===== src/sv/bqd_pkg.sv =====
// Shared widths, codes, reset values and command bundle for the biquad filter.
package bqd_pkg;

    localparam int SAMPLE_WIDTH = 16;
    localparam int COEF_WIDTH   = 16;
    localparam int FRAC_BITS    = 8;
    localparam int ACC_WIDTH    = 32;
    localparam int PROD_WIDTH   = COEF_WIDTH + SAMPLE_WIDTH;
    localparam int REG_IDX_W    = 3;

    // Configuration register indexes
    localparam logic [REG_IDX_W-1:0] REG_B0 = 3'd0;
    localparam logic [REG_IDX_W-1:0] REG_B1 = 3'd1;
    localparam logic [REG_IDX_W-1:0] REG_B2 = 3'd2;
    localparam logic [REG_IDX_W-1:0] REG_A1 = 3'd3;
    localparam logic [REG_IDX_W-1:0] REG_A2 = 3'd4;

    // Coefficient values after reset (Q.8)
    localparam logic signed [COEF_WIDTH-1:0] B0_RST = 16'sd140;
    localparam logic signed [COEF_WIDTH-1:0] B1_RST = -16'sd280;
    localparam logic signed [COEF_WIDTH-1:0] B2_RST = 16'sd140;
    localparam logic signed [COEF_WIDTH-1:0] A1_RST = 16'sd225;
    localparam logic signed [COEF_WIDTH-1:0] A2_RST = -16'sd80;

    // Per-sample phases of the shared multiplier, in issue order
    typedef logic [2:0] t_phase;
    localparam t_phase PH_B0 = 3'd0;   // b0*x  -> y
    localparam t_phase PH_B2 = 3'd1;   // b2*x  -> start of new delay one
    localparam t_phase PH_B1 = 3'd2;   // b1*x  -> start of new delay two
    localparam t_phase PH_A2 = 3'd3;   // a2*y16 added into new delay one
    localparam t_phase PH_A1 = 3'd4;   // a1*y16 closes new delay two, commit

    // Controller to datapath commands
    typedef struct packed {
        logic   cap;       // capture the input item
        logic   mul_en;    // multiply stage active
        t_phase mul_ph;
        logic   mul_smp;   // 0: first sample, 1: second sample
        logic   acc_en;    // accumulate stage active
        t_phase acc_ph;
        logic   acc_smp;
        logic   load_out;  // copy results into the output register
    } t_cmd;

endpackage


===== src/sv/bqd_if.sv =====
// Handshake channel interfaces: sample input, filtered output, coefficient writes.
interface bqd_smp_if import bqd_pkg::*; ();
    logic                           valid;
    logic                           ready;
    logic signed [SAMPLE_WIDTH-1:0] sample_first;
    logic signed [SAMPLE_WIDTH-1:0] sample_second;

    modport source (output valid, sample_first, sample_second, input ready);
    modport sink   (input valid, sample_first, sample_second, output ready);
endinterface

interface bqd_flt_if import bqd_pkg::*; ();
    logic                           valid;
    logic                           ready;
    logic signed [SAMPLE_WIDTH-1:0] filtered_first;
    logic signed [SAMPLE_WIDTH-1:0] filtered_second;

    modport source (output valid, filtered_first, filtered_second, input ready);
    modport sink   (input valid, filtered_first, filtered_second, output ready);
endinterface

interface bqd_cfg_if import bqd_pkg::*; ();
    logic                 valid;
    logic                 ready;
    logic [REG_IDX_W-1:0] index;
    logic [COEF_WIDTH-1:0] data;

    modport source (output valid, index, data, input ready);
    modport sink   (input valid, index, data, output ready);
endinterface


===== src/sv/bqd_dp.sv =====
// Datapath: coefficient registers, shared multiplier, accumulator and delays.
module bqd_dp import bqd_pkg::*; (
    input  logic                           i_clk,
    input  logic                           i_rst_n,
    input  t_cmd                           i_cmd,
    input  logic                           i_cfg_we,
    input  logic [REG_IDX_W-1:0]           i_cfg_idx,
    input  logic [COEF_WIDTH-1:0]          i_cfg_data,
    input  logic signed [SAMPLE_WIDTH-1:0] i_x0,
    input  logic signed [SAMPLE_WIDTH-1:0] i_x1,
    output logic signed [SAMPLE_WIDTH-1:0] o_y0,
    output logic signed [SAMPLE_WIDTH-1:0] o_y1
);

    logic signed [COEF_WIDTH-1:0]   r_b0, r_b1, r_b2, r_a1, r_a2;
    logic signed [SAMPLE_WIDTH-1:0] r_x0, r_x1;
    logic signed [PROD_WIDTH-1:0]   r_prod;
    logic [ACC_WIDTH-1:0]           r_y, r_n1, r_n2, r_d1, r_d2;
    logic [SAMPLE_WIDTH-1:0]        r_res0, r_res1, r_out0, r_out1;

    logic signed [COEF_WIDTH-1:0]   s_coef;
    logic signed [SAMPLE_WIDTH-1:0] s_opd;
    logic signed [SAMPLE_WIDTH-1:0] s_y16;
    logic [ACC_WIDTH-1:0]           s_sh;
    logic [ACC_WIDTH-1:0]           s_y_sum;

    assign s_y16   = signed'(r_y[SAMPLE_WIDTH-1:0]);
    // Product scaled back to Q.0, floor rounding, sign-extended to the accumulator
    assign s_sh    = ACC_WIDTH'(r_prod >>> FRAC_BITS);
    assign s_y_sum = r_d2 + s_sh;

    // Coefficient and operand selection for the multiply stage
    always_comb begin
        s_coef = r_b0;
        s_opd  = i_cmd.mul_smp ? r_x1 : r_x0;
        case (i_cmd.mul_ph)
            PH_B0: s_coef = r_b0;
            PH_B2: s_coef = r_b2;
            PH_B1: s_coef = r_b1;
            PH_A2: begin
                s_coef = r_a2;
                s_opd  = s_y16;
            end
            PH_A1: begin
                s_coef = r_a1;
                s_opd  = s_y16;
            end
            default: s_coef = r_b0;
        endcase
    end

    // Coefficient registers
    always_ff @(posedge i_clk) begin
        if (!i_rst_n) begin
            r_b0 <= B0_RST;
            r_b1 <= B1_RST;
            r_b2 <= B2_RST;
            r_a1 <= A1_RST;
            r_a2 <= A2_RST;
        end else if (i_cfg_we) begin
            case (i_cfg_idx)
                REG_B0:  r_b0 <= signed'(i_cfg_data);
                REG_B1:  r_b1 <= signed'(i_cfg_data);
                REG_B2:  r_b2 <= signed'(i_cfg_data);
                REG_A1:  r_a1 <= signed'(i_cfg_data);
                REG_A2:  r_a2 <= signed'(i_cfg_data);
                default: ;
            endcase
        end
    end

    // Filter state: the two delays
    always_ff @(posedge i_clk) begin
        if (!i_rst_n) begin
            r_d1 <= '0;
            r_d2 <= '0;
        end else if (i_cmd.acc_en && i_cmd.acc_ph == PH_A1) begin
            r_d2 <= r_n2 + s_sh;
            r_d1 <= r_n1;
        end
    end

    // Input capture, multiplier register, accumulations and results
    always_ff @(posedge i_clk) begin
        if (i_cmd.cap) begin
            r_x0 <= i_x0;
            r_x1 <= i_x1;
        end
        if (i_cmd.mul_en) begin
            r_prod <= s_coef * s_opd;
        end
        if (i_cmd.acc_en) begin
            case (i_cmd.acc_ph)
                PH_B0: begin
                    r_y <= s_y_sum;
                    if (i_cmd.acc_smp) begin
                        r_res1 <= s_y_sum[SAMPLE_WIDTH-1:0];
                    end else begin
                        r_res0 <= s_y_sum[SAMPLE_WIDTH-1:0];
                    end
                end
                PH_B2:   r_n1 <= s_sh;
                PH_B1:   r_n2 <= r_d1 + s_sh;
                PH_A2:   r_n1 <= r_n1 + s_sh;
                default: ;
            endcase
        end
        if (i_cmd.load_out) begin
            r_out0 <= r_res0;
            r_out1 <= r_res1;
        end
    end

    assign o_y0 = signed'(r_out0);
    assign o_y1 = signed'(r_out1);

endmodule


===== src/sv/bqd_ctrl.sv =====
// Controller: sequences the shared multiplier and accumulator and owns the handshakes.
module bqd_ctrl import bqd_pkg::*; (
    input  logic i_clk,
    input  logic i_rst_n,
    input  logic i_in_valid,
    output logic o_in_ready,
    output logic o_out_valid,
    input  logic i_out_ready,
    output t_cmd o_cmd
);

    localparam logic [1:0] ST_IDLE = 2'd0;
    localparam logic [1:0] ST_RUN  = 2'd1;
    localparam logic [1:0] ST_HOLD = 2'd2;

    logic [1:0] r_state, n_state;
    logic       r_mul_en, n_mul_en;
    t_phase     r_ph, n_ph;
    logic       r_smp, n_smp;
    logic       r_acc_en;
    t_phase     r_acc_ph;
    logic       r_acc_smp;
    logic       r_out_vld, n_out_vld;

    logic s_last_acc;
    logic s_can_load;

    assign s_last_acc = r_acc_en && r_acc_ph == PH_A1 && r_acc_smp;
    assign s_can_load = !r_out_vld || i_out_ready;
    assign o_in_ready = (r_state == ST_IDLE);

    // Next state and commands
    always_comb begin
        n_state        = r_state;
        n_mul_en       = r_mul_en;
        n_ph           = r_ph;
        n_smp          = r_smp;
        o_cmd          = '0;
        o_cmd.cap      = i_in_valid && o_in_ready;
        o_cmd.mul_en   = r_mul_en;
        o_cmd.mul_ph   = r_ph;
        o_cmd.mul_smp  = r_smp;
        o_cmd.acc_en   = r_acc_en;
        o_cmd.acc_ph   = r_acc_ph;
        o_cmd.acc_smp  = r_acc_smp;

        // walk five phases for the first sample, then five for the second
        if (r_mul_en) begin
            if (r_ph == PH_A1) begin
                n_ph = PH_B0;
                if (r_smp) begin
                    n_mul_en = 1'b0;
                end else begin
                    n_smp = 1'b1;
                end
            end else begin
                n_ph = r_ph + 3'd1;
            end
        end

        case (r_state)
            ST_IDLE: begin
                if (o_cmd.cap) begin
                    n_state  = ST_RUN;
                    n_mul_en = 1'b1;
                    n_ph     = PH_B0;
                    n_smp    = 1'b0;
                end
            end
            ST_RUN: begin
                if (s_last_acc) begin
                    if (s_can_load) begin
                        o_cmd.load_out = 1'b1;
                        n_state        = ST_IDLE;
                    end else begin
                        n_state = ST_HOLD;
                    end
                end
            end
            ST_HOLD: begin
                if (s_can_load) begin
                    o_cmd.load_out = 1'b1;
                    n_state        = ST_IDLE;
                end
            end
            default: n_state = ST_IDLE;
        endcase

        n_out_vld = o_cmd.load_out ? 1'b1 : (r_out_vld && !i_out_ready);
    end

    always_ff @(posedge i_clk) begin
        if (!i_rst_n) begin
            r_state   <= ST_IDLE;
            r_mul_en  <= 1'b0;
            r_ph      <= PH_B0;
            r_smp     <= 1'b0;
            r_acc_en  <= 1'b0;
            r_acc_ph  <= PH_B0;
            r_acc_smp <= 1'b0;
            r_out_vld <= 1'b0;
        end else begin
            r_state   <= n_state;
            r_mul_en  <= n_mul_en;
            r_ph      <= n_ph;
            r_smp     <= n_smp;
            // accumulate stage runs in the cycle after the multiplier stage
            r_acc_en  <= r_mul_en;
            r_acc_ph  <= r_ph;
            r_acc_smp <= r_smp;
            r_out_vld <= n_out_vld;
        end
    end

    assign o_out_valid = r_out_vld;

endmodule


===== src/sv/biquad_iir_q8_two_sample_top.sv =====
// Top level of the two-sample Q.8 transposed-form biquad filter.
//
// Channels: i_smp takes one item of two signed 16-bit samples (first, then
// second); o_flt returns one item with the low 16 bits of the filter output
// for each; i_cfg writes coefficient b0, b1, b2, a1, a2 at index 0..4
// (other indexes are ignored) and is always ready. Coefficients are Q.8.
// A single 16x16 multiplier is shared by the five products of each sample,
// ten issued in turn per item, followed by the accumulate of the last product
// and the return to idle. Input ready is high only in idle, so a new item is
// taken only after the previous one has been worked on.
// Reset (synchronous, active low) clears both delays, restores the default
// coefficients and empties the output register.
// Receiver stall: the finished item sits in the output register; a new input
// item is still taken and worked on, and its result waits in the datapath
// until the output register is free. Input ready is low meanwhile.
module biquad_iir_q8_two_sample_top import bqd_pkg::*; (
    input  logic      i_clk,
    input  logic      i_rst_n,
    bqd_smp_if.sink   i_smp,
    bqd_flt_if.source o_flt,
    bqd_cfg_if.sink   i_cfg
);

    t_cmd s_cmd;
    logic s_in_ready;
    logic s_out_valid;

    assign i_cfg.ready = 1'b1;
    assign i_smp.ready = s_in_ready;
    assign o_flt.valid = s_out_valid;

    bqd_ctrl u_ctrl (
        .i_clk       (i_clk),
        .i_rst_n     (i_rst_n),
        .i_in_valid  (i_smp.valid),
        .o_in_ready  (s_in_ready),
        .o_out_valid (s_out_valid),
        .i_out_ready (o_flt.ready),
        .o_cmd       (s_cmd)
    );

    bqd_dp u_dp (
        .i_clk      (i_clk),
        .i_rst_n    (i_rst_n),
        .i_cmd      (s_cmd),
        .i_cfg_we   (i_cfg.valid),
        .i_cfg_idx  (i_cfg.index),
        .i_cfg_data (i_cfg.data),
        .i_x0       (i_smp.sample_first),
        .i_x1       (i_smp.sample_second),
        .o_y0       (o_flt.filtered_first),
        .o_y1       (o_flt.filtered_second)
    );

    // An accepted item keeps the input closed on the next cycle
    a_busy_after_accept: assert property (@(posedge i_clk) disable iff (!i_rst_n)
        (i_smp.valid && s_in_ready) |=> !s_in_ready)
        else $error("input ready right after an accepted item");

    // The output register is never reloaded while it holds an untaken item
    a_no_overwrite: assert property (@(posedge i_clk) disable iff (!i_rst_n)
        s_cmd.load_out |-> (!s_out_valid || o_flt.ready))
        else $error("output overwritten while stalled");

    // Arithmetic only runs while the input is closed
    a_work_when_busy: assert property (@(posedge i_clk) disable iff (!i_rst_n)
        (s_cmd.mul_en || s_cmd.acc_en) |-> !s_in_ready)
        else $error("datapath active while accepting input");

endmodule


===== src/flat_wrapper.sv =====
// flat-port wrapper written by rule: the top's interface ports become plain ports
module biquad_iir_q8_two_sample_top_flat import bqd_pkg::*;
  (i_clk, i_rst_n, i_smp_valid, i_smp_sample_first, i_smp_sample_second, i_smp_ready, o_flt_valid, o_flt_filtered_first, o_flt_filtered_second, o_flt_ready, i_cfg_valid, i_cfg_index, i_cfg_data, i_cfg_ready);
  bqd_smp_if i_smp_i ();
  bqd_flt_if o_flt_i ();
  bqd_cfg_if i_cfg_i ();
  input  logic i_clk;
  input  logic i_rst_n;
  input wire logic [$bits(i_smp_i.valid)-1:0] i_smp_valid;
  input wire logic [$bits(i_smp_i.sample_first)-1:0] i_smp_sample_first;
  input wire logic [$bits(i_smp_i.sample_second)-1:0] i_smp_sample_second;
  output wire logic [$bits(i_smp_i.ready)-1:0] i_smp_ready;
  output wire logic [$bits(o_flt_i.valid)-1:0] o_flt_valid;
  output wire logic [$bits(o_flt_i.filtered_first)-1:0] o_flt_filtered_first;
  output wire logic [$bits(o_flt_i.filtered_second)-1:0] o_flt_filtered_second;
  input wire logic [$bits(o_flt_i.ready)-1:0] o_flt_ready;
  input wire logic [$bits(i_cfg_i.valid)-1:0] i_cfg_valid;
  input wire logic [$bits(i_cfg_i.index)-1:0] i_cfg_index;
  input wire logic [$bits(i_cfg_i.data)-1:0] i_cfg_data;
  output wire logic [$bits(i_cfg_i.ready)-1:0] i_cfg_ready;
  assign i_smp_i.valid = i_smp_valid;
  assign i_smp_i.sample_first = i_smp_sample_first;
  assign i_smp_i.sample_second = i_smp_sample_second;
  assign i_smp_ready = i_smp_i.ready;
  assign o_flt_valid = o_flt_i.valid;
  assign o_flt_filtered_first = o_flt_i.filtered_first;
  assign o_flt_filtered_second = o_flt_i.filtered_second;
  assign o_flt_i.ready = o_flt_ready;
  assign i_cfg_i.valid = i_cfg_valid;
  assign i_cfg_i.index = i_cfg_index;
  assign i_cfg_i.data = i_cfg_data;
  assign i_cfg_ready = i_cfg_i.ready;
  biquad_iir_q8_two_sample_top u_core (.i_clk(i_clk), .i_rst_n(i_rst_n), .i_smp(i_smp_i), .o_flt(o_flt_i), .i_cfg(i_cfg_i));
endmodule

===== config.mk =====
export PLATFORM = sky130hd
export DESIGN_NAME = biquad_iir_q8_two_sample_top_flat
export DESIGN_NICKNAME = d
export VERILOG_FILES = /design/src/sv/bqd_pkg.sv /design/src/sv/bqd_if.sv /design/src/sv/bqd_dp.sv /design/src/sv/bqd_ctrl.sv /design/src/sv/biquad_iir_q8_two_sample_top.sv /design/src/flat_wrapper.sv
export SDC_FILE = /design/constraint.sdc
export NUM_CORES = 1
export LEC_CHECK = 0
export ABC_AREA = 1
export BUFFER_PORTS_ARGS = -buffer_cell sky130_fd_sc_hd__clkbuf_2
export CAP_MARGIN = 20
export CORE_ASPECT_RATIO = 0.8
export CORE_UTILIZATION = 35
export CTS_CLUSTER_SIZE = 25
export DETAILED_ROUTE_END_ITERATION = 8
export HOLD_SLACK_MARGIN = 0.02
export PLACE_DENSITY = 0.61
export SLEW_MARGIN = 15
export SYNTH_ARGS = -nofsm -noshare
export SYNTH_HDL_FRONTEND = slang
export SYNTH_SLANG_ARGS = --single-unit

===== constraint.sdc =====
create_clock -name i_clk -period 10.64 [get_ports i_clk]
set_input_delay 1.596 -clock i_clk [delete_from_list [all_inputs] [get_ports i_clk]]
set_output_delay 1.596 -clock i_clk [all_outputs]
set_load 0.01 [all_outputs]

==> flow_summary.toml <==
[status]
status = "finished with violations"
failed_checks = "DRC"

[global_routing]
grt.total_usage_pct = 18.7
overflow = 0
grt_pass1_wl_mm = 88.4
grt_pass1_vias = 16141
grt_max_degree = 109
antenna_found_initial = 0

[worst_setup_path]
cp_common_cell = "inv_1"
cp.depth = 28
cp-startpoint = "u_core.u_ctrl.r_ph[2]$_SDFF_PN0_"
arrival_ns = 8.61
r2r-end = "u_core.u_dp.r_prod[23]$_DFFE_PP_"
cp_max_fo = 29
critPathMaxStageDelay_ns = 0.58
crit_type = "reg2reg"
crit_path_end_kind = "flop"
crit_buf_inv = 8
critPathLaunchType = "flop"
rr_worst_depth = 28
crit_end = "u_core.u_dp.r_prod[23]$_DFFE_PP_"
cpMaxStageDelayCell = "fa_1"
path_delay_family = "adder cells"
worstPathRequired_ns = 10.95
timing.rr.start = "u_core.u_ctrl.r_ph[2]$_SDFF_PN0_"
reg2reg_slack_ns = 2.34

[cells_and_area]
area_growth_pct = 10.8
drive_gt1_share_pct = 8.07
final_cells = 3248
layout_common_cells = "nand2_1 (437), inv_1 (407), nor2_1 (302)"
fillers = 5866
n_antenna_cell = 0
postLayoutCoreUtil_pct = 39.5
layout_commonest_cell = "nand2_1"
nNetsFinal = 2841

[drt]
via_count = 16259
first_iter_violations = 1260
wl_per_cell_um = 17.2
drtPass1Iterations = 7
drt-total-wl_mm = 55.8
postRouteAntennaNets = 0
routed_via_density = 5.01
drc = 14

[cts]
clockBufferDepth = 3
numCtsBuffers = 28
cts.hold.buffers_added = 0
clk_latency_ns = 0.56
cts_tree = "done"
cts-root-buf = "clkbuf_16"
post_cts.repair.setup_buffers = 0
cts_resized = 0
clock-sinks = 285
cts.clk_slew.worst_paths_ns = 0.06
h-tree-depth = 1

[yosys]
ys_warn_count = 0
synth_flop_cell = "edfxtp_1"
ys_ff_latch = 285
synth_edf_count = 160
synth_cell_types = 48
seq_area_frac_synth_pct = 35.1
synth_cells = 2381
syn_area_um2 = 20800
synth.avg_cell_area_um2 = 8.74
syn_nets = 2765
async_flop_share_pct = 0

[timing]
rsz0062_at_grt = "false"
fmax_mhz = 120
maxSlewViolCount = 0
fin_ws_ns = 2.34
fin_crit_ns = 8.30
final.setup_skew_ns = 0.0101
max_slew.worst_pin.slew_ns = 1.04
hold_viol_final = 0
maxSlewHeadroom_pct = 30.6
setup_tns_ns = 0
setup-violations-final = 0
fin_crit_sh_pct = 78.0

[floorplan]
die_y_um = 220
row_count = 79
die_w_um = 275
start_util_pct = 35.6
ios = 91
core_um2 = 58400
dieArea_um2 = 60500

[hold_path]
hp-class = "reg2reg"

[place]
finalWeightedCongestion = 0.964
numPortBuffers = 89
dp_hpwl_mm = 44.5
place_inst = 3196
dp_slack_ns = 2.48

[run]
cap_violations = 0
-- sequential cells by signal (all words and copies together) (netlist names), 2 cells and up --
signal and cells:
u_core.u_dp.o_y0 16, u_core.u_dp.o_y1 16, u_core.u_dp.r_a1 16, u_core.u_dp.r_a2 16
u_core.u_dp.r_b0 16, u_core.u_dp.r_b1 16, u_core.u_dp.r_b2 16, u_core.u_dp.r_d1 16
u_core.u_dp.r_d2 16, u_core.u_dp.r_n1 16, u_core.u_dp.r_n2 16, u_core.u_dp.r_prod 16
u_core.u_dp.r_res0 16, u_core.u_dp.r_res1 16, u_core.u_dp.r_x0 16, u_core.u_dp.r_x1 16
u_core.u_dp.r_y 16, u_core.u_ctrl.r_acc_ph 3, u_core.u_ctrl.r_ph 3, u_core.u_ctrl.r_state 2
-- synth_stat cells (all sizes together) (6+ instances only) --
| library cell | count | area share [%] |
|---|---|---|
| edfxtp | 160 | 23 |
| nand4 | 7 | 0.21 |
| inv | 410 | 7.4 |
| nor2 | 305 | 5.5 |
| or2 | 7 | 0.21 |
| xnor2 | 21 | 0.88 |
| clkbuf | 41 | 0.74 |
| o21bai | 6 | 0.22 |
| mux2i | 8 | 0.38 |
| a21oi | 117 | 2.8 |
| a221oi | 7 | 0.29 |
| o21ai | 164 | 4.2 |
| clkinv | 6 | 0.11 |
| nor3 | 14 | 0.39 |
| ha | 138 | 8.3 |
| a211oi | 7 | 0.25 |
| a31oi | 7 | 0.21 |
| nand2 | 456 | 8.6 |
| dfxtp | 125 | 12 |
| xor2 | 47 | 2.0 |
| nand3b | 8 | 0.29 |
| buf | 18 | 0.61 |
| fa | 190 | 18 |
| nand3 | 83 | 2.0 |
-- layer usage --
| layer | track usage, % | routed length (um) | vias to the layer above |
|---|---|---|---|
| met3 | 4.04 | 4890 | 87 |
| met2 | 28.2 | 23200 | 595 |
| met1 | 27.3 | 26500 | 7862 |
| met5 | 0 | 0 | - |
| met4 | 4.33 | 1240 | 0 |
| li1 | - | - | 7715 |
-- kinds of logic after synthesis --
kind of cell	after synthesis	synth area share [%]
buffers and inverters	475	8.85
AND/OR/NAND/NOR	883	17.3
other	1	0.0180
XOR/XNOR	68	2.86
adder cells (fa/ha/maj)	328	26.6
AO/OA/AOI/OAI	333	8.94
multiplexers	8	0.385
flip-flops	285	35.1
-- through the flow --
step	hold WS, ns	cell area (um^2)
after floorplan	0.400	20800
after global placement	0.407	22100
after detailed placement	0.405	22100
after CTS	0.420	23100
after global routing	0.424	23100
final	0.418	23100
-- how the worst min path moves through the flow --
stage,slack [ns],start,to,cells after the start
floorplan,0.40,u_core.u_dp.r_res0[0]$_DFFE_PP_,u_core.u_dp.o_y0[0]$_DFFE_PP_,0
global placement,0.41,u_core.u_dp.r_res0[7]$_DFFE_PP_,u_core.u_dp.o_y0[7]$_DFFE_PP_,0
detailed placement,0.40,u_core.u_dp.r_res0[10]$_DFFE_PP_,u_core.u_dp.o_y0[10]$_DFFE_PP_,0
CTS,0.42,u_core.u_dp.r_res1[2]$_DFFE_PP_,u_core.u_dp.o_y1[2]$_DFFE_PP_,0
global route,0.42,u_core.u_dp.r_res1[2]$_DFFE_PP_,u_core.u_dp.o_y1[2]$_DFFE_PP_,0
finish,0.42,u_core.u_dp.r_res1[5]$_DFFE_PP_,u_core.u_dp.o_y1[5]$_DFFE_PP_,0
-- area by class of cell --
| type | instances | area (um^2) | share of cell area (%) |
|---|---|---|---|
| timing repair buffer | 105 | 566 | 2.45 |
| sequential | 285 | 7310 | 31.7 |
| tap | 769 | 962 | 4.17 |
| clock inverter | 18 | 208 | 0.901 |
| inverter | 416 | 1560 | 6.77 |
| clock buffer | 34 | 776 | 3.36 |
| multi-input combinational | 1621 | 11700 | 50.7 |
Power is left out: the tool's default activity adds up to more than one toggle a clock period on the data nets, which glitch-free logic cannot reach.
